### src/hdl/gst_pkg.sv
// shared types and constants of the two-gate speed trap
package gst_pkg;

	localparam int unsigned TIME_W  = 32;
	localparam int unsigned DIST_W  = 20;
	localparam int unsigned SPEED_W = 32;
	localparam int unsigned SCALE_W = 14;
	// dividend width: distance times the scale factor
	localparam int unsigned NUM_W   = DIST_W + SCALE_W;
	localparam int unsigned CNT_W   = $clog2(NUM_W + 1);
	localparam int unsigned CFG_IDX_W = 2;
	localparam int unsigned CFG_DATA_W = 32;

	localparam logic [SCALE_W-1:0] SPEED_SCALE = SCALE_W'(10000);
	localparam logic [SPEED_W-1:0] SPEED_MAX   = '1;

	localparam logic [TIME_W-1:0]  LOCKOUT_RST  = TIME_W'(50000);
	localparam logic [DIST_W-1:0]  DISTANCE_RST = DIST_W'(100000);
	localparam logic [SPEED_W-1:0] LIMIT_RST    = SPEED_W'(3000);

	// configuration register indexes
	localparam logic [CFG_IDX_W-1:0] CFG_LOCKOUT  = CFG_IDX_W'(0);
	localparam logic [CFG_IDX_W-1:0] CFG_DISTANCE = CFG_IDX_W'(1);
	localparam logic [CFG_IDX_W-1:0] CFG_LIMIT    = CFG_IDX_W'(2);

	// sequencer states of the top level
	typedef enum logic [1:0] {
		ST_IDLE,
		ST_CHECK,
		ST_DIV,
		ST_FINISH
	} gst_state_t;

	// status from the divider back to the sequencer
	typedef struct packed {
		logic busy;
		logic done;
	} gst_div_stat_t;

endpackage

### src/hdl/two_gate_speed_trap_unit.sv
// Two-gate speed trap: lockout filter, start time capture and speed division.
//
// Input channel: in_valid/in_stall carry one sensor event (event_time,
// gate_a_fall, gate_b_fall). A request is taken when in_valid is high and
// in_stall is low. Output channel: out_valid/out_stall carry one speed
// result; it is taken when out_valid is high and out_stall is low.
// Configuration: cfg_valid/cfg_ready with cfg_index and cfg_data; cfg_ready
// is always high. Index 0 lockout, 1 gate distance, 2 speed limit.
// Events with no gate flag, events inside the lockout window and start gate
// events give no result; the block goes from the check state back to idle.
// A stop gate event runs a 34-step restoring divider (one quotient bit per
// cycle through a single shared subtractor); the block takes no new request
// until the result has gone to the output register.
// A zero interval skips the divider and goes straight to the finish state.
// The finished result sits in an output register; the block keeps taking
// requests while it waits, and holds a new result until the receiver takes
// the old one. Reset clears state, restores register defaults and drops any
// pending result.
module two_gate_speed_trap_unit (
	input  logic                             clk,
	input  logic                             arst_n,
	input  logic                             in_valid,
	output logic                             in_stall,
	input  logic [gst_pkg::TIME_W-1:0]       event_time,
	input  logic                             gate_a_fall,
	input  logic                             gate_b_fall,
	output logic                             out_valid,
	input  logic                             out_stall,
	output logic [gst_pkg::SPEED_W-1:0]      speed_hundredths,
	output logic                             over_limit,
	output logic                             zero_interval,
	input  logic                             cfg_valid,
	output logic                             cfg_ready,
	input  logic [gst_pkg::CFG_IDX_W-1:0]    cfg_index,
	input  logic [gst_pkg::CFG_DATA_W-1:0]   cfg_data
);
	import gst_pkg::*;

	gst_state_t           state_q, state_d;

	logic [TIME_W-1:0]    lockout_q;
	logic [DIST_W-1:0]    distance_q;
	logic [SPEED_W-1:0]   limit_q;
	logic [TIME_W-1:0]    last_q;
	logic [TIME_W-1:0]    start_q;

	logic [TIME_W-1:0]    time_q;
	logic                 gate_a_q;
	logic                 gate_b_q;
	logic [SPEED_W-1:0]   speed_q;
	logic                 zero_q;

	logic                 out_valid_q;
	logic [SPEED_W-1:0]   out_speed_q;
	logic                 out_over_q;
	logic                 out_zero_q;

	logic [TIME_W-1:0]    since_last;
	logic [TIME_W-1:0]    interval;
	logic                 take;
	logic                 zero_int;
	logic [NUM_W-1:0]     num;
	logic                 in_ready;
	logic                 div_start;
	logic                 load_out;
	gst_div_stat_t        div_stat;
	logic [SPEED_W-1:0]   div_quot;

	// event qualification from the captured request
	always_comb begin
		since_last = time_q - last_q;
		interval   = time_q - start_q;
		take       = (gate_a_q | gate_b_q) && (since_last > lockout_q);
		zero_int   = (interval == '0);
		num        = NUM_W'(distance_q) * NUM_W'(SPEED_SCALE);
	end

	// next state
	always_comb begin
		state_d = state_q;
		unique case (state_q)
			ST_IDLE: begin
				if (in_valid) state_d = ST_CHECK;
			end
			ST_CHECK: begin
				if (!take || gate_a_q) state_d = ST_IDLE;
				else if (zero_int)     state_d = ST_FINISH;
				else                   state_d = ST_DIV;
			end
			ST_DIV: begin
				if (div_stat.done) state_d = ST_FINISH;
			end
			ST_FINISH: begin
				if (!out_valid_q || !out_stall) state_d = ST_IDLE;
			end
			default: state_d = ST_IDLE;
		endcase
	end

	// sequencer outputs
	always_comb begin
		in_ready  = (state_q == ST_IDLE);
		div_start = (state_q == ST_CHECK) && take && !gate_a_q && !zero_int;
		load_out  = (state_q == ST_FINISH) && (!out_valid_q || !out_stall);
	end

	assign in_stall  = ~in_ready;
	assign cfg_ready = 1'b1;

	// state register
	always_ff @(posedge clk or negedge arst_n) begin
		if (!arst_n) begin
			state_q <= ST_IDLE;
		end else begin
			state_q <= state_d;
		end
	end

	// configuration registers
	always_ff @(posedge clk or negedge arst_n) begin
		if (!arst_n) begin
			lockout_q  <= LOCKOUT_RST;
			distance_q <= DISTANCE_RST;
			limit_q    <= LIMIT_RST;
		end else if (cfg_valid && cfg_ready) begin
			unique case (cfg_index)
				CFG_LOCKOUT:  lockout_q  <= cfg_data[TIME_W-1:0];
				CFG_DISTANCE: distance_q <= cfg_data[DIST_W-1:0];
				CFG_LIMIT:    limit_q    <= cfg_data[SPEED_W-1:0];
				default: ;
			endcase
		end
	end

	// last accepted event and start time
	always_ff @(posedge clk or negedge arst_n) begin
		if (!arst_n) begin
			last_q  <= '0;
			start_q <= '0;
		end else if (state_q == ST_CHECK && take) begin
			last_q <= time_q;
			if (gate_a_q) start_q <= time_q;
		end
	end

	// request capture and speed holding register
	always_ff @(posedge clk) begin
		if (in_valid && in_ready) begin
			time_q   <= event_time;
			gate_a_q <= gate_a_fall;
			gate_b_q <= gate_b_fall;
		end
		if (state_q == ST_CHECK) begin
			speed_q <= SPEED_MAX;
			zero_q  <= zero_int;
		end else if (state_q == ST_DIV && div_stat.done) begin
			speed_q <= div_quot;
		end
	end

	// output register valid
	always_ff @(posedge clk or negedge arst_n) begin
		if (!arst_n) begin
			out_valid_q <= 1'b0;
		end else if (load_out) begin
			out_valid_q <= 1'b1;
		end else if (!out_stall) begin
			out_valid_q <= 1'b0;
		end
	end

	// output register payload with over-limit compare
	always_ff @(posedge clk) begin
		if (load_out) begin
			out_speed_q <= speed_q;
			out_over_q  <= (speed_q > limit_q);
			out_zero_q  <= zero_q;
		end
	end

	assign out_valid        = out_valid_q;
	assign speed_hundredths = out_speed_q;
	assign over_limit       = out_over_q;
	assign zero_interval    = out_zero_q;

	// shared divider
	gst_div u_div (
		.clk    (clk),
		.arst_n (arst_n),
		.start  (div_start),
		.num    (num),
		.den    (interval),
		.stat   (div_stat),
		.quot   (div_quot)
	);

endmodule

### src/hdl/gst_div.sv
// radix-2 restoring divider, one quotient bit per cycle, saturating result
module gst_div (
	input  logic                          clk,
	input  logic                          arst_n,
	input  logic                          start,
	input  logic [gst_pkg::NUM_W-1:0]     num,
	input  logic [gst_pkg::TIME_W-1:0]    den,
	output gst_pkg::gst_div_stat_t        stat,
	output logic [gst_pkg::SPEED_W-1:0]   quot
);
	import gst_pkg::*;

	logic                busy_q;
	logic                done_q;
	logic [CNT_W-1:0]    cnt_q;
	logic [NUM_W-1:0]    num_q;
	logic [NUM_W-1:0]    quot_q;
	logic [TIME_W-1:0]   den_q;
	logic [TIME_W-1:0]   rem_q;
	logic [TIME_W:0]     trial;
	logic [TIME_W+1:0]   diff;
	logic                ge;

	// shared subtract and compare: one trial subtraction per cycle
	always_comb begin
		trial = {rem_q, num_q[NUM_W-1]};
		diff  = {1'b0, trial} - {2'b00, den_q};
		ge    = ~diff[TIME_W+1];
	end

	// step counter and handshake
	always_ff @(posedge clk or negedge arst_n) begin
		if (!arst_n) begin
			busy_q <= 1'b0;
			done_q <= 1'b0;
			cnt_q  <= '0;
		end else begin
			done_q <= 1'b0;
			if (start) begin
				busy_q <= 1'b1;
				cnt_q  <= CNT_W'(NUM_W);
			end else if (busy_q) begin
				cnt_q <= cnt_q - CNT_W'(1);
				if (cnt_q == CNT_W'(1)) begin
					busy_q <= 1'b0;
					done_q <= 1'b1;
				end
			end
		end
	end

	// operand and partial remainder registers
	always_ff @(posedge clk) begin
		if (start) begin
			num_q  <= num;
			den_q  <= den;
			rem_q  <= '0;
			quot_q <= '0;
		end else if (busy_q) begin
			num_q  <= {num_q[NUM_W-2:0], 1'b0};
			rem_q  <= ge ? diff[TIME_W-1:0] : trial[TIME_W-1:0];
			quot_q <= {quot_q[NUM_W-2:0], ge};
		end
	end

	// saturate quotients that do not fit the speed width
	assign quot = (|quot_q[NUM_W-1:SPEED_W]) ? SPEED_MAX : quot_q[SPEED_W-1:0];
	assign stat = '{busy: busy_q, done: done_q};

endmodule
### config.mk
export PLATFORM = sky130hd
export DESIGN_NAME = two_gate_speed_trap_unit
export DESIGN_NICKNAME = d
export VERILOG_FILES = /design/src/hdl/gst_pkg.sv /design/src/hdl/two_gate_speed_trap_unit.sv /design/src/hdl/gst_div.sv
export SDC_FILE = /design/constraint.sdc
export NUM_CORES = 1
export LEC_CHECK = 0
export BUFFER_PORTS_ARGS = -buffer_cell sky130_fd_sc_hd__buf_2
export CORE_AREA = 8 8 230 254
export DETAILED_ROUTE_END_ITERATION = 7
export DIE_AREA = 0 0 238 262
export HOLD_SLACK_MARGIN = 0.08
export SETUP_SLACK_MARGIN = 0.15
export SYNTH_ARGS = -nofsm -noshare
export SYNTH_HDL_FRONTEND = slang
export SYNTH_SLANG_ARGS = --single-unit
### constraint.sdc
create_clock -name clk -period 6.7 [get_ports clk]
set_input_delay 0.67 -clock clk [delete_from_list [all_inputs] [get_ports clk]]
set_output_delay 0.67 -clock clk [all_outputs]
set_load 0.03 [all_outputs]
## Word-level counts from Yosys, hierarchy flattened

Index checks and enable logic that the tools add are counted.

- Bitwise logic cells: 3
- Eq/ne operators: 10
- Order comparisons: 2
- Multiplexer cells: 20
- Add/sub/neg operators: 4
- Multipliers: 1
- Reductions and logical operators: 24

Operator list:

| kind | number |
|---|---|
| two-way mux 34 bit | 2 |
| greater-than comparator 32 bit | 2 |
| two-way mux 32 bit | 2 |
| subtractor 32 bit | 2 |
| subtractor 33 x 32 -> 34 bit | 1 |
| logical NOT 32 bit | 1 |
| multiplier 20 x 10 -> 30 bit, second input constant | 1 |
| two-way mux 6 bit | 2 |
| two-way mux 1 bit | 9 |
| two-way mux 2 bit | 4 |
| one-hot mux 2 bit (4 select lines) | 1 |
| AND reduction 2 bit | 4 |
| logical AND 1 bit | 7 |
| equality test 2 bit, second input constant | 3 |
| equality test 6 x 1 -> 1 bit, second input constant | 1 |
| subtractor 6 x 1 -> 6 bit, second input constant | 1 |
| logical NOT 1 bit | 5 |
| equality test 2 x 1 -> 1 bit, second input constant | 2 |
| logical NOT 2 bit | 2 |
| inequality test 2 x 1 -> 1 bit, second input constant | 2 |
| inequality test 2 bit, second input constant | 2 |
| AND reduction 3 bit | 1 |
| logical OR 1 bit | 2 |
| NOT 1 bit | 2 |
| other kinds (3) | 3 |

- Input bits: 73
- Bits in registers: 388
- Logic and storage cells: 86

## Logic depth before layout (Yosys ltp)

Gate-level depths: netlist of the first run.

- Word-level depth: 7
- Gate-level depth with buffers: 28
- Mapped depth without buffers: 25

## Modules after synthesis

From an unflattened synthesis of the first run, not the netlist that was laid out.

- Cells, all modules: 2578
- Area, all modules: 24792.5 µm²

By module, submodules not included:

| module | area an instance (µm²) | instances | sequential area each (µm²) | cells an instance |
|---|---|---|---|---|
| two_gate_speed_trap_unit | 17277.8 | 1 | 6515.0 | 1829 |
| gst_div | 7514.7 | 1 | 3503.4 | 749 |

## Least setup slack after synthesis of the first run

No wires, ideal clock.

- Kind: reg2reg
- Start: reg time_q[0]
- End: reg u_div.num_q[10] (enable)
- Stages on the path, launching flop included: 25
- Path buffers: 1
- Path slack: 444 ps
- Arrival: 5868 ps
- Required time: 6312 ps
- Period minus slack after synthesis: 6256 ps
- Path through: edfxtp_1 inv_1 ha_1 inv_1 fa_1 a21o_1 a21oi_1 nor4_1 a211oi_1 o22ai_1 o41ai_1 o21ai_0 or4_1 a31o_2 a21oi_1 xnor2_1 ha_1 nand4_1 nor4_1 o41ai_1 a21oi_1 nand2b_1 a21oi_2 buf_2 or2_1

- Word-level cells in the longest chain between the ends: 7

Ends and longest elaborated chain:

| element | line | source |
|---|---|---|
| start, declared | two_gate_speed_trap_unit.sv:47 | `logic [TIME_W-1:0] time_q;` |
| start signal, assigned | two_gate_speed_trap_unit.sv:149 | `time_q <= event_time;` |
| subtractor 32 bit | two_gate_speed_trap_unit.sv:71 | `since_last = time_q - last_q;` |
| greater-than comparator 32 bit | two_gate_speed_trap_unit.sv:73 | `take = (gate_a_q \| gate_b_q) && (since_last > lockout_q);` |
| logical AND 1 bit | two_gate_speed_trap_unit.sv:73 |  |
| logical AND 1 bit (2 in a row) | two_gate_speed_trap_unit.sv:103 | `div_start = (state_q == ST_CHECK) && take && !gate_a_q && !zero_int;` |
| logical AND 1 bit (*) | two_gate_speed_trap_unit.sv:103 |  |
| nonzero test 2 bit (no source line) (*) | -- |  |
| end signal, assigned | gst_div.sv:55 | `num_q <= num;` |
| end signal, assigned | gst_div.sv:60 | `num_q <= {num_q[NUM_W-2:0], 1'b0};` |
| end, declared | gst_div.sv:16 | `logic [NUM_W-1:0] num_q;` |

Every way passes the cells marked *; elsewhere a longest branch is shown, timed or not.
A chain may end at the register's enable or synchronous reset.

## Worst setup path in the final report of the first run

- Start: reg distance_q[7]
- End: reg u_div.num_q[32] (data pin)

- Word-level cells in the longest chain between the ends: 2

Ends and longest elaborated chain:

| element | line | source |
|---|---|---|
| start, declared | two_gate_speed_trap_unit.sv:42 | `logic [DIST_W-1:0] distance_q;` |
| start signal, assigned | two_gate_speed_trap_unit.sv:128 | `CFG_DISTANCE: distance_q <= cfg_data[DIST_W-1:0];` |
| multiplier 20 x 10 -> 30 bit | two_gate_speed_trap_unit.sv:75 | `num = NUM_W'(distance_q) * NUM_W'(SPEED_SCALE);` |
| two-way mux 34 bit | gst_div.sv:54 | `if (start) begin` |

Every way passes these cells.

==> reports/metrics.cfg, run 1 <==
[sta]
finalSetupViolations = 0
fin_skew_ns = 0.0169
hold_viol_final = 0
fmax_ghz = 0.164
fin_crit_sh = 0.910
setup-tns-final_ns = 0
rsz0062_at_grt = false
slew_headroom = 0.260
slew_viol_final = 0
worst_pin_slew_ns = 1.11
min_period_ns = 6.10

[clock_network]
ctsHtreeMaxLevel = 2
cts_tree = yes
cts-resized-gates = 0
clkTransAtPathRegs_ns = 0.07
cts_hold_buf = 0
cts.sinks = 388
insertion_delay_ns = 0.58
cts-root-buf = clkbuf_16
cts_buffers = 44
clockBufferDepth = 3
post_cts_buffers = 0

[routing]
vias = 17300
wirelength_um = 57900
drc_errors = 0
drtPass1Iterations = 5
wl_per_cell_um = 17.6
viasPerCell = 5.26
ant_nets = 0
drt_iter0_markers = 874

[die]
core_area_um2 = 54300
rows = 90
fp.dieW_um = 238
start_util = 0.443
die_h_um = 262
die_area_um2 = 62400
io_pins = 110

[setup_path]
crit_required_ns = 7.03
end_kind = register
cp-start-kind = register
crit_fanout = 6
critPathKind = reg2reg
worstPathArrival_ns = 6.43

[layout]
drive_gt1_frac = 0.139
syn2layout_area_growth_pct = 11.8
diodes = 0
nets = 2884
fill_cells = 5075

[yosys]
synth_top_area_frac = 0.163
ys_warn_count = 0
synth_cells = 2422
synth-main-ff-cell = dfrtp_1
synth_edf_count = 131
syn_nets = 2787
synth_area_um2 = 24100
synth.area.top_cells = edfxtp_1 16%, dfrtp_1 15%, ha_1 13%
synth.avg_cell_area_um2 = 9.94
synth.distinct_cells = 73
yosysTopAreaCell = edfxtp_1
yosysSeqAreaShare = 0.411
ys_ff_latch = 388
synthArstFlopShare = 0.410

[grt]
grt_max_degree = 100
antenna_found_initial = 0
grt_usage = 0.188
grt_pass1_vias = 17500
gr-total-overflow = 0
grt_pass1_wl_um = 93800

[place]
dp.final_hpwl_um = 44600
port_buffers = 108
finalWeightedCongestion = 0.860

[job]
maxCapViolCount = 0

[worst_hold_path]
hp-class = in2async

[status]
status = completed

-- synthesized netlist by cell type, drive strengths merged (8+ instances only) --
cell type / count
mux2: 114
and2: 8
and3: 9
nor3: 61
a211oi: 48
o21bai: 20
a31oi: 12
o31a: 9
nand3: 23
o31ai: 9
o21ai: 184
dfstp: 19
o21a: 26
nand4: 27
inv: 327
dfxtp: 98
xor2: 37
mux2i: 42
ha: 242
nor2b: 23
edfxtp: 131
fa: 50
buf: 13
a21oi: 114
nor4: 10
xnor2: 62
dfrtp: 140
nand2: 154
a21o: 70
nand2b: 24
nor2: 173
clkbuf: 62
-- critical path: stages, from the launching register on --
cell	delay (ns)
dfstp_2	0.63
fa_1	0.44
ha_1	0.29
inv_1	0.05
fa_1	0.53
inv_1	0.04
ha_1	0.26
inv_1	0.05
fa_1	0.50
inv_1	0.04
ha_1	0.37
and4_1	0.24
a31oi_1	0.19
a31oi_1	0.25
a2111oi_2	0.52
nor3_1	0.14
a2111oi_0	0.46
nor3_1	0.16
a21o_1	0.20
a21oi_1	0.16
xnor2_1	0.08
mux2_4	0.25
-- cells by family after synthesis --
family,Yosys count,share of synthesized area
mux,156,0.0753
compound gates,536,0.139
fa+ha+maj,292,0.167
buf+inv,402,0.0642
simple gates,548,0.107
xor+xnor,99,0.0360
other cells,1,0.000156
flops,388,0.411
-- layout make-up --
class | instances | area [µm²] | area share
flip-flops and latches | 388 | 9900 | 0.368
multi-input cells | 1632 | 12700 | 0.473
clock buffers | 58 | 1220 | 0.0455
clock inverters | 24 | 199 | 0.00739
well taps | 736 | 921 | 0.0342
repair buffers | 126 | 719 | 0.0267
inverters | 327 | 1230 | 0.0456
-- final timing paths --
path	cells past startpoint	slack, ns	endpoint	start
min reg2reg	0	0.48	speed_hundredths[14]$_DFFE_PP_	speed_q[14]$_SDFFE_PP1P_
min	1	0.11	start_q[29]$_DFFE_PN0P_	arst_n
min in group clk	1	0.26	time_q[22]$_DFFE_PP_	event_time[22]
max	21	0.60	u_div.num_q[32]$_DFFE_PP_	distance_q[7]$_DFFE_PN1P_
max in group asynchronous	2	5.36	lockout_q[7]$_DFFE_PN0P_	arst_n
max reg2reg	21	0.60	u_div.num_q[32]$_DFFE_PP_	distance_q[7]$_DFFE_PN1P_
-- metrics by stage --
stage | cell area (µm²) | utilization | hold slack, ns | cells | worst slack (ns)
after detailed placement | 25500 | 0.469 | 0.466 | 3209 | 0.290
after global routing | 26900 | 0.496 | 0.157 | 3291 | 0.237
after floorplan | 24100 | - | 0.374 | 2422 | 0.444
after global placement | 25500 | 0.469 | 0.466 | 3209 | 0.466
after CTS | 26900 | 0.495 | 0.126 | 3291 | 0.248
final | 26900 | 0.496 | 0.113 | 3291 | 0.605
-- per-layer routing --
layer | GRT usage | up-vias | wire [µm]
met5 | 0 | - | 0
met1 | 0.246 | 8251 | 26600
met3 | 0.0294 | 102 | 2540
li1 | - | 8619 | -
met4 | 0.0790 | 0 | 2260
met2 | 0.311 | 333 | 26500
-- flip-flops by register name (all words and copies together) (netlist names), 6 cells and up, named ones only --
register,cells
lockout_q,32
speed_hundredths,32
u_div.den_q,32
u_div.num_q,30
last_q,32
speed_q,32
u_div.quot_q,34
u_div.cnt_q,6
u_div.rem_q,32
time_q,32
limit_q,32
start_q,32
distance_q,20
-- cell usage in the layout, fill, tap and decap left out, drive strengths merged, types with 8 or more instances in the layout --
cell and n:
a211oi 48, a21o 70, a21oi 114, a31oi 12
and2 8, and3 9, buf 126, clkbuf 58
clkinv 14, dfrtp 140, dfstp 19, dfxtp 98
edfxtp 131, fa 50, ha 242, inv 331
mux2 114, mux2i 42, nand2 154, nand2b 24
nand3 23, nand4 27, nor2 173, nor2b 23
nor3 61, nor4 10, o21a 26, o21ai 184
o21bai 20, o31a 9, o31ai 9, xnor2 62
xor2 37
Power of run 1 is not shown: default switching activity piles up to over one toggle a cycle in this logic, so the estimate is an artifact.
==> inputs of run 2 (changes only) <==
- CORE_AREA: 8 8 230 254 -> 8 8 277 212
- DIE_AREA: 0 0 238 262 -> 0 0 285 220
==> reports/metrics.cfg, run 2 (synthesis results as in run 1) <==
[grt]
grt_pass1_wl_um = 94400  ; +0.62%
gr-total-overflow = 0  ; unchanged
grt_pass1_vias = 16900  ; -3.4%
grt_usage = 0.186  ; -0.00197
antenna_found_initial = 4  ; +4
grt_max_degree = 107  ; +7.0%

[clock_network]
cts-root-buf = clkbuf_16
cts.sinks = 388  ; unchanged
post_cts_buffers = 0  ; unchanged
ctsHtreeMaxLevel = 2  ; unchanged
cts_buffers = 42  ; -4.5%
clkTransAtPathRegs_ns = 0.07  ; about the same
cts_hold_buf = 0  ; unchanged
clockBufferDepth = 3  ; unchanged
cts_tree = yes
insertion_delay_ns = 0.60  ; +0.02 ns
cts-resized-gates = 0  ; unchanged

[setup_path]
slowest_stage = dfstp_2
critical_path_buf_inv_count = 4  ; unchanged
crit_path_cell_trace = fa_1, ha_1, inv_1, fa_1, inv_1, ha_1, inv_1, fa_1, inv_1, ha_1, and4_1, a31oi_1, a31oi_1, a2111oi_1, nor3_1, a2111oi_0, nor3_1, a21o_1, a21oi_1, xnor2_1, mux2_4
crit_fanout = 6  ; unchanged
cp-start-kind = register
end_kind = register
cp_top_family = adder cells
crit_required_ns = 7.04  ; about the same
critPathKind = reg2reg
crit_top_cell = inv_1
crit_path_max_incr_delay_ns = 0.64  ; about the same
worstPathArrival_ns = 6.60  ; +0.17 ns

[die]
die_h_um = 220  ; -16%
fp.dieW_um = 285  ; +20%
die_area_um2 = 62700  ; +0.55%
core_area_um2 = 54100  ; -0.38%
io_pins = 110  ; unchanged
start_util = 0.445  ; +0.00168
rows = 74  ; -18%

[routing]
ant_nets = 0  ; unchanged
drtPass1Iterations = 5  ; unchanged
wirelength_um = 58100  ; +0.40%
drt_iter0_markers = 1286  ; +47%
wl_per_cell_um = 17.8  ; +1.0%
drc_errors = 0  ; unchanged
vias = 17300  ; +0.19%
viasPerCell = 5.30  ; +0.83%

[layout]
largest_reg_flops = 34  ; unchanged
final_common_cell = inv_1
top_register = u_div.quot_q
drive_gt1_frac = 0.136  ; -0.00310
syn2layout_area_growth_pct = 11.5
fill_cells = 5014  ; -1.2%
instances_no_fill = 3270  ; -0.64%
final_cell_mix = 327 x inv_1, 242 x ha_1, 179 x o21ai_0, 172 x nor2_1, 154 x nand2_1
final_core_util = 0.496  ; +0.000679
nets = 2878  ; -0.21%

[status]
status = completed

[sta]
min_period_ns = 6.26  ; +0.163 ns
finalSetupViolations = 0  ; unchanged
fmax_ghz = 0.160  ; -2.6%
slew_headroom = 0.230  ; -0.0299
rsz0062_at_grt = false
fin_crit_sh = 0.934  ; +0.0243
setup-tns-final_ns = 0  ; unchanged
worst_pin_slew_ns = 1.14  ; +0.0328 ns
fin_skew_ns = 0.0323  ; +0.0153 ns
slew_viol_final = 0  ; unchanged
layout_setup_ws_ns = 0.442  ; -0.163 ns
hold_viol_final = 0  ; unchanged

[place]
dp.final_hpwl_um = 44100  ; -1.2%
finalWeightedCongestion = 0.875  ; +1.7%
dp_cells = 3191  ; -0.56%
port_buffers = 108  ; unchanged
pre_cts_slack_ns = 0.440  ; +0.150 ns

[job]
maxCapViolCount = 0  ; unchanged

[worst_hold_path]
hp-class = in2async

-- run 2: cell types whose count changed in the layout (fill, tap and decap cells not counted), sizes merged --
cell / change
buf: -4
bufinv: +1
clkbuf: -10
clkinv: +1
clkinvlp: +2
diode: +1
inv: +2
-- run 2: final timing paths --
| path | from | to | slack (ns) | depth (start not counted) |
|---|---|---|---|---|
| worst max register to register | distance_q[7]$_DFFE_PN1P_ | u_div.num_q[32]$_DFFE_PP_ | 0.44 | 21 |
| max in group asynchronous | arst_n | distance_q[11]$_DFFE_PN0P_ | 5.12 | 2 |
| worst max-delay path | distance_q[7]$_DFFE_PN1P_ | u_div.num_q[32]$_DFFE_PP_ | 0.44 | 21 |
| worst min register to register | speed_q[24]$_SDFFE_PP1P_ | speed_hundredths[24]$_DFFE_PP_ | 0.48 | 0 |
| worst min-delay path | arst_n | start_q[10]$_DFFE_PN0P_ | 0.16 | 1 |
| min in group clk | event_time[13] | time_q[13]$_DFFE_PP_ | 0.25 | 1 |
-- run 2: stage by stage --
stage / area [µm²] / hold slack [ns]
5_1_grt: 26800 / 0.220
3_5_place_dp: 25400 / 0.461
4_1_cts: 26800 / 0.212
6_report: 26800 / 0.163
3_3_place_gp: 25400 / 0.463
2_1_floorplan: 24100 / 0.374
-- run 2: per-layer routing --
layer / share of wire / vias up / GRT usage
met2: 0.40 / 364 / 0.266
li1: - / 8615 / -
met5: 0 / - / 0
met1: 0.53 / 8292 / 0.292
met3: 0.049 / 67 / 0.0293
met4: 0.017 / 0 / 0.0412
-- run 2: worst reg2reg max path, cell delays in order, from the launching register on --
cell,delay [ns]
dfstp_2,0.64
fa_1,0.45
ha_1,0.28
inv_1,0.06
fa_1,0.55
inv_1,0.05
ha_1,0.26
inv_1,0.05
fa_1,0.49
inv_1,0.04
ha_1,0.36
and4_1,0.23
a31oi_1,0.19
a31oi_1,0.19
a2111oi_1,0.64
nor3_1,0.17
a2111oi_0,0.52
nor3_1,0.17
a21o_1,0.21
a21oi_1,0.16
xnor2_1,0.08
mux2_4,0.25
-- run 2: area by class of cell --
type | instances | area [µm²] | share of cell area
multi-input cells | 1632 | 12700 | 0.473
flip-flops and latches | 388 | 9900 | 0.369
inverters | 327 | 1230 | 0.0457
clock buffers | 48 | 1110 | 0.0415
well taps | 722 | 903 | 0.0337
repair buffers | 122 | 677 | 0.0252
clock inverters | 30 | 328 | 0.0122
diodes | 1 | 2.50 | 0.0000932
Power of run 2 is left out for the same reason.
==> inputs of run 3 (changes only) <==
- CELL_PAD_IN_SITES_DETAIL_PLACEMENT: default -> 1
- CELL_PAD_IN_SITES_GLOBAL_PLACEMENT: default -> 1
- PLACE_DENSITY_LB_ADDON: default -> 0.1
==> reports/metrics.cfg, run 3 (synthesis results as in run 1) <==
[setup_path]
end_kind = register
crit_start = distance_q[5]$_DFFE_PN1P_
worstPathArrival_ns = 6.54  ; -0.06 ns
crit-reg2reg-launch = distance_q[5]$_DFFE_PN1P_
cp-start-kind = register
crit_fanout = 6  ; unchanged
crit_required_ns = 7.05  ; about the same
r2r_setup_slack_ns = 0.51  ; +0.07 ns
critPathKind = reg2reg

[place]
dp.final_hpwl_um = 49800  ; +13%
dpl_cell_area_um2 = 25400  ; +0.11%
pre_cts_slack_ns = 0.271  ; -0.169 ns
port_buffers = 108  ; unchanged
finalWeightedCongestion = 0.879  ; +0.51%

[grt]
grt_usage = 0.208  ; +0.0214
antenna_found_initial = 2  ; -2
grt_pass1_wl_um = 105000  ; +11%
grt_pass1_vias = 18700  ; +11%
gr-total-overflow = 0  ; unchanged
grt_max_degree = 107  ; unchanged

[clock_network]
clkTransAtPathRegs_ns = 0.07  ; about the same
ctsHtreeMaxLevel = 2  ; unchanged
cts_buffers = 41  ; -2.4%
cts-root-buf = clkbuf_16
cts.sinks = 388  ; unchanged
clockBufferDepth = 3  ; unchanged
cts_tree = yes
insertion_delay_ns = 0.60  ; about the same

[routing]
viasPerCell = 5.42  ; +2.3%
drt_iter0_markers = 998  ; -22%
wirelength_um = 65300  ; +12%
ant_nets = 0  ; unchanged
drtPass1Iterations = 5  ; unchanged
vias = 17800  ; +2.4%
drc_errors = 0  ; unchanged
wl_per_cell_um = 19.9  ; +12%

[layout]
largest_reg_flops = 34  ; unchanged
diodes = 0  ; -1
drive_gt1_frac = 0.138  ; +0.00135
nets = 2883  ; +0.17%
top_register = u_div.quot_q
postLayoutCellArea_um2 = 26900  ; +0.25%
final_cell_mix = 327 x inv_1, 242 x ha_1, 179 x o21ai_0, 172 x nor2_1, 154 x nand2_1
final_common_cell = inv_1
syn2layout_area_growth_pct = 11.8

[sta]
rsz0062_at_grt = false
hold_viol_final = 0  ; unchanged
setup-tns-final_ns = 0  ; unchanged
fin_crit_sh = 0.923  ; -0.0107
min_period_ns = 6.19  ; -0.0718 ns
slew_viol_final = 0  ; unchanged
fmax_ghz = 0.162  ; +1.2%
finalSetupViolations = 0  ; unchanged
layout_setup_ws_ns = 0.513  ; +0.0718 ns
fin_skew_ns = 0.0305  ; -0.00172 ns
worst_pin_slew_ns = 1.22  ; +0.0835 ns
slew_headroom = 0.184  ; -0.0460

[job]
maxCapViolCount = 0  ; unchanged

[die]
fp.dieW_um = 285  ; unchanged
die_area_um2 = 62700  ; unchanged
core_area_um2 = 54100  ; unchanged
rows = 74  ; unchanged
die_h_um = 220  ; unchanged
start_util = 0.445  ; unchanged
io_pins = 110  ; unchanged

[worst_hold_path]
hp-class = in2reg
hp-start = event_time[10]

[status]
status = completed

[run 3: layout make-up]
cell class | instances | area, µm²
Timing Repair Buffer | 128 | 776
Inverter | 327 | 1230
Fill cell | 6083 | 27200
Clock inverter | 23 | 273
Multi-Input combinational cell | 1632 | 12700
Sequential cell | 388 | 9900
Clock buffer | 53 | 1120
Tap cell | 722 | 903
[run 3: worst max-delay path, cell delays in order, from the launching register on]
cell,delay (ns)
dfstp_2,0.63
fa_1,0.43
ha_1,0.29
inv_1,0.06
fa_1,0.53
inv_1,0.04
ha_1,0.27
inv_1,0.05
fa_1,0.51
inv_1,0.04
ha_1,0.36
and4_1,0.23
a31oi_1,0.20
a31oi_1,0.25
a2111oi_2,0.54
nor3_1,0.14
a2111oi_0,0.48
nor3_1,0.17
a21o_1,0.21
a21oi_1,0.17
xnor2_1,0.09
mux2_4,0.26
[run 3: path summary, 6_finish.rpt]
path                                              to  depth (start not counted)
max                        u_div.num_q[32]$_DFFE_PP_                         21
min                             time_q[10]$_DFFE_PP_                          1
max reg2reg                u_div.num_q[32]$_DFFE_PP_                         21
min reg2reg                  zero_interval$_DFFE_PP_                          0
max in group asynchronous      last_q[3]$_DFFE_PN0N_                          3
min in group asynchronous    limit_q[24]$_DFFE_PN0P_                          2
[run 3: metal layers]
layer / part of all wire / GRT usage / up-vias
met1: 0.51 / 0.306 / 8857
met5: 0 / 0 / -
met4: 0.021 / 0.0512 / 0
met3: 0.039 / 0.0338 / 71
li1: - / - / 8587
met2: 0.43 / 0.318 / 241
[run 3: what timing repair did]
action,in CTS,in global routing
hold buffers,1,0
buffers inserted,0,1
resized for setup,0,7
setup endpoints to repair,0,227
endpoints found under the hold margin,3,0
[run 3: through the flow]
step	utilization	hold slack (ns)	instances
detailed placement	0.470	0.424	3193
floorplan	-	0.374	2422
global placement	0.470	0.407	3193
global route	0.498	0.239	3273
finish	0.498	0.255	3273
CTS	0.496	0.222	3270
Power of run 3 is left out for the same reason.
